==> src/rtl/cbdq_pkg.sv <==
// Shared types, constants and a bfloat16 conversion helper for the codebook dequantizer.
package cbdq_pkg;

	localparam int unsigned NumCodes  = 8;
	localparam int unsigned NumLanes  = 16;
	localparam int unsigned CodeW     = 3;
	localparam int unsigned BfW       = 16;
	localparam logic [15:0] BfQnan    = 16'h7FC0;

	typedef logic [BfW-1:0] bf16_t;
	typedef bf16_t [NumCodes-1:0] codebook_t;

	localparam codebook_t CodeReset = {
		16'h3E0A, 16'h3DAB, 16'h3D3E, 16'h3C79,
		16'hBC79, 16'hBD3E, 16'hBDAB, 16'hBE0A
	};

	// Classified operand after the multiplier stage
	typedef struct packed {
		logic        sign;
		logic        nan;
		logic        inf;
		logic        zero;
		logic [8:0]  esum;
		logic [15:0] prod;
	} lane_mid_t;

	function automatic bf16_t scale_to_bf16(input logic [31:0] f);
		logic [31:0] mag;
		bf16_t       r;
		mag = {1'b0, f[30:0]} + 32'h7FFF + {31'd0, f[16]};
		if (f[30:23] == 8'hFF)
			r = (f[22:0] != 23'd0) ? BfQnan : {f[31], 15'h7F80};
		else if (f[30:23] == 8'd0)
			r = {f[31], 15'd0};
		else
			r = {f[31], mag[30:16]};
		return r;
	endfunction

endpackage

==> src/rtl/codebook_dequant_3bit_bf16_top.sv <==
// Top level of the 3-bit codebook dequantizer with bfloat16 results.
// Usage:
//   Input: raise start with packed_codes and scale_single; a group is
//   transferred at each clock edge where start is high and busy is low.
//   busy is always low, so one group can enter every cycle.
//   Config: cfg_we, cfg_index, cfg_data write codebook entry cfg_index
//   (0..7) at a clock edge; other indexes are ignored. Write only when idle.
//   Output: done pulses for one cycle with lanes_0_to_3 .. lanes_12_to_15.
//   Pipeline: an accepted group passes three registers on its way to done (scale
//   rounding register, multiplier register in each of the 16 lanes, output
//   register). Throughput: one group per cycle, set by the 16 parallel
//   lanes, each with one 8x8 mantissa multiplier.
//   Reset: arst_n low clears the pipeline valids and loads the default
//   codebook. The receiver cannot stall; results are never held.
module codebook_dequant_3bit_bf16_top (
	input  logic        clk,
	input  logic        arst_n,
	input  logic        start,
	output logic        busy,
	input  logic [47:0] packed_codes,
	input  logic [31:0] scale_single,
	input  logic        cfg_we,
	input  logic [2:0]  cfg_index,
	input  logic [15:0] cfg_data,
	output logic        done,
	output logic [63:0] lanes_0_to_3,
	output logic [63:0] lanes_4_to_7,
	output logic [63:0] lanes_8_to_11,
	output logic [63:0] lanes_12_to_15
);

	cbdq_pkg::codebook_t book_q;
	cbdq_pkg::bf16_t     scale_s1;
	logic [47:0]         codes_s1;
	logic                vld_s1, vld_s2;
	cbdq_pkg::bf16_t [cbdq_pkg::NumLanes-1:0] res;
	logic [255:0]        merged;

	assign busy = 1'b0;

	always_ff @(posedge clk or negedge arst_n) begin
		if (!arst_n) begin
			book_q <= cbdq_pkg::CodeReset;
			vld_s1 <= 1'b0;
			vld_s2 <= 1'b0;
			done   <= 1'b0;
		end else begin
			if (cfg_we)
				book_q[cfg_index] <= cfg_data;
			vld_s1 <= start;
			vld_s2 <= vld_s1;
			done   <= vld_s2;
		end
	end

	always_ff @(posedge clk) begin
		scale_s1 <= cbdq_pkg::scale_to_bf16(scale_single);
		codes_s1 <= packed_codes;
	end

	for (genvar k = 0; k < cbdq_pkg::NumLanes; k++) begin : g_lane
		cbdq_lane u_lane (
			.clk    (clk),
			.code   (codes_s1[k*cbdq_pkg::CodeW +: cbdq_pkg::CodeW]),
			.book   (book_q),
			.scale  (scale_s1),
			.result (res[k])
		);
	end

	// merge: lane n lands at bits 16n of the packed result
	assign merged = res;

	always_ff @(posedge clk) begin
		lanes_0_to_3   <= merged[63:0];
		lanes_4_to_7   <= merged[127:64];
		lanes_8_to_11  <= merged[191:128];
		lanes_12_to_15 <= merged[255:192];
	end

`ifndef SYNTHESIS
	a_latency: assert property (@(posedge clk) disable iff (!arst_n)
		start |-> ##3 done) else $error("missing done");
	a_no_spurious: assert property (@(posedge clk) disable iff (!arst_n)
		done |-> $past(start, 3)) else $error("spurious done");
	a_never_busy: assert property (@(posedge clk) !busy) else $error("busy high");
`endif

endmodule

==> src/rtl/cbdq_lane.sv <==
// One lane: codebook lookup, mantissa multiply, then rounding to bfloat16.
module cbdq_lane (
	input  logic                          clk,
	input  logic [cbdq_pkg::CodeW-1:0]    code,
	input  cbdq_pkg::codebook_t           book,
	input  cbdq_pkg::bf16_t               scale,
	output cbdq_pkg::bf16_t               result
);

	cbdq_pkg::bf16_t   a;
	cbdq_pkg::lane_mid_t mid_c, mid_s2;
	logic nan_a, nan_b, inf_a, inf_b, zero_a, zero_b;
	logic [15:0] q;
	logic [9:0]  e;
	logic [8:0]  kept;
	logic [7:0]  rem;
	logic        up;

	assign a = book[code];

	always_comb begin
		nan_a  = (a[14:7] == 8'hFF) && (a[6:0] != 7'd0);
		nan_b  = (scale[14:7] == 8'hFF) && (scale[6:0] != 7'd0);
		inf_a  = (a[14:7] == 8'hFF) && (a[6:0] == 7'd0);
		inf_b  = (scale[14:7] == 8'hFF) && (scale[6:0] == 7'd0);
		zero_a = (a[14:7] == 8'd0);
		zero_b = (scale[14:7] == 8'd0);
		mid_c.sign = a[15] ^ scale[15];
		mid_c.nan  = nan_a || nan_b || (inf_a && zero_b) || (inf_b && zero_a);
		mid_c.inf  = inf_a || inf_b;
		mid_c.zero = zero_a || zero_b;
		mid_c.esum = {1'b0, a[14:7]} + {1'b0, scale[14:7]};
		mid_c.prod = {8'd0, 1'b1, a[6:0]} * {8'd0, 1'b1, scale[6:0]};
	end

	always_ff @(posedge clk) begin
		mid_s2 <= mid_c;
	end

	always_comb begin
		if (mid_s2.prod[15]) begin
			q = mid_s2.prod;
			e = {1'b0, mid_s2.esum} - 10'd126;
		end else begin
			q = {mid_s2.prod[14:0], 1'b0};
			e = {1'b0, mid_s2.esum} - 10'd127;
		end
		kept = {1'b0, q[15:8]};
		rem  = q[7:0];
		up   = (rem > 8'h80) || ((rem == 8'h80) && kept[0]);
		if (up) begin
			kept = kept + 9'd1;
			if (kept[8]) begin
				kept = 9'h080;
				e    = e + 10'd1;
			end
		end
		if (mid_s2.nan)
			result = cbdq_pkg::BfQnan;
		else if (mid_s2.inf)
			result = {mid_s2.sign, 15'h7F80};
		else if (mid_s2.zero)
			result = {mid_s2.sign, 15'd0};
		else if (!e[9] && e >= 10'd255)
			result = {mid_s2.sign, 15'h7F80};
		else if (e[9] || e == 10'd0)
			result = {mid_s2.sign, 15'd0};
		else
			result = {mid_s2.sign, e[7:0], kept[6:0]};
	end

endmodule
==> config.mk <==
export PLATFORM = sky130hd
export DESIGN_NAME = codebook_dequant_3bit_bf16_top
export DESIGN_NICKNAME = d
export VERILOG_FILES = /design/src/rtl/cbdq_pkg.sv /design/src/rtl/codebook_dequant_3bit_bf16_top.sv /design/src/rtl/cbdq_lane.sv
export SDC_FILE = /design/constraint.sdc
export NUM_CORES = 2
export LEC_CHECK = 0
export ABC_CLOCK_PERIOD_IN_PS = 6000
export BUFFER_PORTS_ARGS = -buffer_cell sky130_fd_sc_hd__buf_2
export CAP_MARGIN = 20
export CORE_ASPECT_RATIO = 1.1
export CORE_MARGIN = 2
export CORE_UTILIZATION = 35
export CTS_BUF_LIST = sky130_fd_sc_hd__clkbuf_16
export CTS_CLUSTER_DIAMETER = 50
export DETAILED_ROUTE_END_ITERATION = 16
export PLACE_DENSITY = 0.57
export SYNTH_ARGS = -nofsm -noshare
export SYNTH_HDL_FRONTEND = slang
export SYNTH_SLANG_ARGS = --single-unit
==> constraint.sdc <==
create_clock -name clk -period 6 [get_ports clk]
set_input_delay 1.2 -clock clk [delete_from_list [all_inputs] [get_ports clk]]
set_output_delay 1.2 -clock clk [all_outputs]
set_load 0.02 [all_outputs]
Word-level counts from Yosys, hierarchy flattened
Cells that the tools add are included.
W data, S select, Z words.
{"block": "totals", "register_bits": 915, "in_bits": 103, "out_inout_bits": 258, "word_cells": 881}
{"block": "classes", "addsub": 82, "n_mul": 16, "n_lt_le_gt_ge": 50, "eq_ne": 34, "muxes": 198, "n_bitwise": 16, "n_reduce_logical": 328}
{"operator": "$bmux W16 S3", "n": 16}
{"operator": "$mux W15", "n": 49}
{"operator": "$mux W16", "n": 35}
{"operator": "$mux W10", "n": 48}
{"operator": "$mux W7", "n": 48}
{"operator": "$sub A9 B7 Y10 const B", "n": 32}
{"operator": "$eq A8 B8 Y1 const B", "n": 34}
{"operator": "$mul A8 B8 Y16", "n": 16}
{"operator": "$add A10 B1 Y10 const B", "n": 16}
{"operator": "$ge A10 B8 Y1 const B", "n": 16}
{"operator": "$logic_not A10 Y1", "n": 16}
{"operator": "$add A8 B1 Y9 const B", "n": 16}
{"operator": "$add A8 B8 Y9", "n": 16}
{"operator": "$logic_not A8 Y1", "n": 18}
{"operator": "$bwmux W128", "n": 1}
{"operator": "$gt A8 B8 Y1 const B", "n": 16}
{"operator": "$logic_not A7 Y1", "n": 17}
{"operator": "$reduce_bool A7 Y1", "n": 17}
{"operator": "$logic_or A1 B1 Y1", "n": 112}
{"operator": "$logic_and A1 B1 Y1", "n": 99}
{"operator": "$reduce_or A5 Y1", "n": 16}
{"operator": "$lt A3 B4 Y1 const B", "n": 17}
{"operator": "$demux W16 S3", "n": 1}
{"operator": "$reduce_or A2 Y1", "n": 16}
{"operator": "other kinds (6)", "n": 36}

Logic depth before layout (Yosys ltp)
{"block": "depth", "ltp_word": 11, "mapped_depth": 23, "mapped_depth_nobuf": 21}

Cells and area by module
A second synthesis with hierarchy kept.
{"block": "unflattened", "cells_unflattened": 9670, "area_unflattened_um2": 95396.5}
{"mod": "cbdq_lane at g_lane[0].u_lane ...", "instances": 7, "cells_each": 558, "area_each_um2": 5181.2, "seq_area_each_um2": 580.6}
{"mod": "cbdq_lane at g_lane[5].u_lane ...", "instances": 4, "cells_each": 573, "area_each_um2": 5308.8, "seq_area_each_um2": 580.6}
{"mod": "codebook_dequant_3bit_bf16_top", "instances": 1, "cells_each": 676, "area_each_um2": 11900.2, "seq_area_each_um2": 9779.4}
{"mod": "cbdq_lane at g_lane[3].u_lane", "instances": 1, "cells_each": 568, "area_each_um2": 5296.3, "seq_area_each_um2": 580.6}
{"mod": "cbdq_lane at g_lane[4].u_lane", "instances": 1, "cells_each": 560, "area_each_um2": 5248.8, "seq_area_each_um2": 580.6}
{"mod": "cbdq_lane at g_lane[2].u_lane", "instances": 1, "cells_each": 553, "area_each_um2": 5220.0, "seq_area_each_um2": 580.6}
{"mod": "cbdq_lane at g_lane[1].u_lane", "instances": 1, "cells_each": 560, "area_each_um2": 5149.9, "seq_area_each_um2": 580.6}
{"mod": "cbdq_lane at g_lane[9].u_lane", "instances": 1, "cells_each": 555, "area_each_um2": 5077.4, "seq_area_each_um2": 580.6}

Worst setup path after synthesis
No wires, ideal clock.
{"block": "synth_path", "path_kind": "register to register", "start": "register codes_s1[27]", "end": "register g_lane[9].u_lane.mid_s2[14] in the netlist's numbering", "setup_time_ps": 118, "arrival_time_ps": 6020, "required_time_ps": 5882, "path_slack_ps": -138, "stages_incl_launch_ff": 21, "n_path_buf": 2, "period_less_slack_ps": 6138, "cell_sequence": "dfxtp_1 clkbuf_1 buf_1 mux4_2 mux2i_1 nor2_1 fa_1 inv_1 fa_1 inv_1 fa_1 inv_1 fa_1 inv_1 ha_1 a21boi_0 o311a_1 o21a_1 o21a_1 o41a_1 xor2_1"}
{"element": "start: declaration", "line_no": "codebook_dequant_3bit_bf16_top.sv:34", "source": "logic [47:0] codes_s1;"}
{"element": "start signal: assignment", "line_no": "codebook_dequant_3bit_bf16_top.sv:58", "source": "codes_s1 <= packed_codes;"}
{"element": "end signal: assignment", "line_no": "cbdq_lane.sv:37", "source": "mid_s2 <= mid_c;"}
{"element": "end: declaration", "line_no": "cbdq_lane.sv:11", "source": "cbdq_pkg::lane_mid_t mid_c, mid_s2;"}

==> reports/qor_table.md <==
| Quantity | Value |
|:---|:---|
| Router iterations before antenna repair | 7 |
| Total CTS buffers | 154 |
| Global placement routability congestion | 1.01 |
| Clock-pin slew on the worst setup and hold paths | 0.06 ns |
| Clock tree from TritonCTS | built |
| Hold Buf Count CTS | 0 |
| Max-slew violation count | 0 |
| Mapped cell area | 89900 sq um |
| Compound-Gate Fraction of Synth Area | 7.74% |
| Period utilisation layout | 97.4% |
| Worst Clk Skew | 0.0978 ns |
| Height of the die | 536 um |
| Buffers & Inverters on Critical Path | 3 |
| Hold path startpoint | vld_s2 |
| Count of cells along the worst hold path | 0 |
| Starting utilization of the core area | 35.1% |
| Nets in the synthesized netlist | 10700 |
| Worst-case vdd ir drop | 0.000342 V |
| Worst R2R End | g_lane[4].u_lane.mid_s2[14] |
| Final core utilization | 40.0% |
| Worst reg2reg setup slack | 0.15 ns |
| Number of remaining DRC errors | 0 |
| Inst Count DP | 12900 |
| Number of antenna violations at the first check in global routing | 40 |
| Number of nets with antenna violations after routing | 0 |
| Post-synthesis sequential area ratio | 21.2% |
| Global-route usage over all layers | 24.0% |
| Post-synth EDFFs | 0 |
| Count of cell types in the netlist | 96 |
| Most prevalent standard cell on the critical path | fa_1 |
| Hold violation count in the final report | 0 |
| Most common flop cell mapped by yosys | dfxtp_1 |
| Critical path, cell by cell | mux4_2 -> mux2i_1 -> buf_4 -> nor2_1 -> fa_1 -> fa_1 -> inv_1 -> fa_1 -> fa_1 -> inv_1 -> ha_1 -> nand2b_1 -> a21boi_0 -> o311a_1 -> o21a_1 -> o21a_1 -> o41a_1 -> xor2_1 |
| Kind of path behind the tightest hold check | reg -> reg |
| Synth Instances | 9290 |
| Critical Path AT | 6.58 ns |
| Count of max-cap constraint violations | 0 |
| Vias per Instance | 5.59 |
| Worst Path Required | 6.73 ns |
| H-Tree Depth | 4 |
| Warning count from the yosys run | 0 |
| Slowest stage cell on the critical path | mux4_2 |
| Share of cell area taken by muxes after synthesis | 19.4% |
| Layout-stage area growth over the synthesis result | 14.0% |
| Slew margin rel. | 9.19% |
| Path depth of the worst reg2reg path | 18 |
| Pin count of the biggest net entering global routing | 132 |
| Clock root buffer | clkbuf_16 |
| F_max | 0.171 GHz |
| Cell area after layout | 103000 sq um |
| Fin cells | 13200 |
| Min Clock Period, post-route | 5.85 ns |
| Family with the most delay on the worst path | adder cells |
| Proportion of layout cells with a drive suffix above 1 | 19.2% |
| Adder-cell share of the synthesized area | 23.7% |
| Number of buffers added on ports | 359 |
| Clock sink count | 915 |
| Type of origin of the critical path | flip-flop |
| Highest cell delay on the worst timing path | 0.55 ns |
| Setup CP Type | reg -> reg |
| Buffers from clock root to sink, at most | 4 |
| Outcome | finished, final reports clean |
| Total global routing overflow | 0 |
| Clk_lat worst skew | 0.88 ns |
| Global-route wire length before repair | 472000 um |
| Main combinational cell family by area after synthesis | adder cells |
| Start of the worst register-to-register path | codes_s1[12] |
| Total of endpoints with negative setup slack in the final report | 0 |
| Post-DR wirelength/cell | 24.1 um |
| Setup Buffers After CTS | 0 |
| Setup repair after global routing missed its margin | false |
| Top Ports | 361 |
| PwrDens | 647 nW/um^2 |
| Fill count | 25000 |
| Placeable Area | 256000 sq um |
| Worst-Margin Slew | 1.36 ns |
| Standard cell area after detailed placement | 97100 sq um |
| Number of DRC markers after the initial detailed-route iteration | 6693 |
| Number of synthesized register bits | 915 |
| Total Wirelength | 317000 um |
| CP max FO | 14 |
| Element type at the critical path end | flip-flop |
| Leak Pwr | 0.0462 uW |
| Capture endpoint of the worst hold path | done |
| Async S/R FF share, synth | 14.3% |
| Estimated wirelength of the detail-placed design | 228000 um |
| Number of nets at the end of the flow | 11100 |
| Number of placement rows | 195 |
| Number of vias in the routed layout | 73600 |
| Synth Area in Simple Gates | 14.0% |
| Share of the synthesized netlist area taken by xor and xnor gates | 6.85% |
| Horizontal die dimension | 487 um |
| Vias in the first global route | 74800 |
| Floorplan die area | 261000 sq um |
| Post-synthesis average cell area | 9.68 sq um |
==> repair_timing <==
action / in CTS / in global routing
setup endpoints to repair: 0 / 42
resized for setup: 0 / 41
hold endpoints to repair: 0 / 0
==> cells by family after synthesis <==
group           count (synthesis)
buf+inv                      1716
fa+ha+maj                    1344
mux                          1072
other cells                     1
flops                         915
simple gates                 2490
xor+xnor                      701
compound gates               1051
==> registers in the layout, indices dropped and copies added (netlist names) <==
register	count
lanes_0_to_3	64
lanes_4_to_7	64
lanes_12_to_15	64
scale_s1	16
book_q	128
vld_s2	1
done	1
codes_s1	48
lanes_8_to_11	64
g_lane.u_lane.mid_s2	464
vld_s1	1
==> metrics by stage <==
step | power (uW) | worst slack (ns) | TNS [ns] | hold slack [ns]
2_1_floorplan | 44900 | -0.0357 | -0.0357 | 0.331
3_3_place_gp | 56400 | 0.193 | 0 | 0.337
3_5_place_dp | 57000 | 0.112 | 0 | 0.346
4_1_cts | 66300 | 0.0921 | 0 | 0.342
5_1_grt | 72800 | 0.00467 | 0 | 0.347
6_report | 66300 | 0.154 | 0 | 0.341
==> worst register-to-register path, delay by kind of cell (launching register included) <==
kind                     cells  cell delay (ns)
AO/OA/AOI/OAI                5             1.11
XOR/XNOR                     1             0.15
adder cells (fa/ha/maj)      5             2.36
buffers and inverters        3             0.38
flip-flops                   1             0.51
multiplexers                 2             1.03
AND/OR/NAND/NOR              2             0.17
==> layout make-up <==
cell class,instances,area (sq um),area share (%)
multi-input combinational,6659,64500,62.9
sequential,915,19200,18.7
timing repair buffer,710,4940,4.82
inverter,1235,4640,4.53
tap,3349,4190,4.09
clock buffer,156,3900,3.81
clock inverter,114,1090,1.06
antenna,42,105,0.103
==> report_power, final <==
part	internal (uW)	switching (uW)	total [uW]
clock	5250	3440	8690
combinational	20000	24600	44600
sequential	9150	3860	13000
==> cell usage after synthesis (62+ instances only) <==
cell type	count	share of area, %
nor3_1	129	0.72
nor2b_1	293	2.0
dfxtp_1	784	17
nor2_1	799	3.3
a21oi_1	201	1.1
nand2b_1	144	1.0
inv_1	1233	5.1
dfstp_2	76	2.2
a21o_1	79	0.66
nor4_1	79	0.55
mux2_2	218	2.7
clkbuf_1	375	1.6
xnor2_1	480	4.7
fa_1	592	13
nand3_1	160	0.89
buf_1	97	0.41
nand2_1	400	1.7
ha_1	752	10
mux4_2	512	13
and2_1	84	0.58
o21ai_0	288	1.6
xor2_1	220	2.1
o21bai_1	62	0.52
mux2i_1	340	3.8
nand4_1	117	0.81
==> worst max-delay path by stage <==
| stage | from | cells after the start | slack, ns | endpoint |
|---|---|---|---|---|
| finish | codes_s1[12] | 18 | 0.15 | g_lane[4].u_lane.mid_s2[14] |
| global route | book_q[98] | 21 | 0.005 | g_lane[11].u_lane.mid_s2[13] |
| detailed placement | codes_s1[0] | 19 | 0.11 | g_lane[0].u_lane.mid_s2[14] |
| floorplan | codes_s1[27] | 20 | -0.04 | g_lane[9].u_lane.mid_s2[14] |
| global placement | book_q[116] | 21 | 0.19 | g_lane[10].u_lane.mid_s2[15] |
| CTS | book_q[100] | 20 | 0.09 | g_lane[10].u_lane.mid_s2[12] |
==> placed cells by master, fill, tap and decap left out, drive strengths merged, types with 144 or more instances in the layout <==
cell and n:
a21oi 201, buf 710, clkbuf 156, dfxtp 784, fa 592, ha 752
inv 1279, mux2 220, mux2i 340, mux4 512, nand2 400, nand2b 144
nand3 160, nor2 799, nor2b 293, o21ai 291, xnor2 480, xor2 220
==> per-layer routing <==
layer	part of all wire, %	GRT usage, %
met1	37	28.0
met2	44	37.1
met3	11	8.76
met4	7.3	15.1
met5	0.13	1.52
No activity file was read; power rests on OpenSTA's default activity.
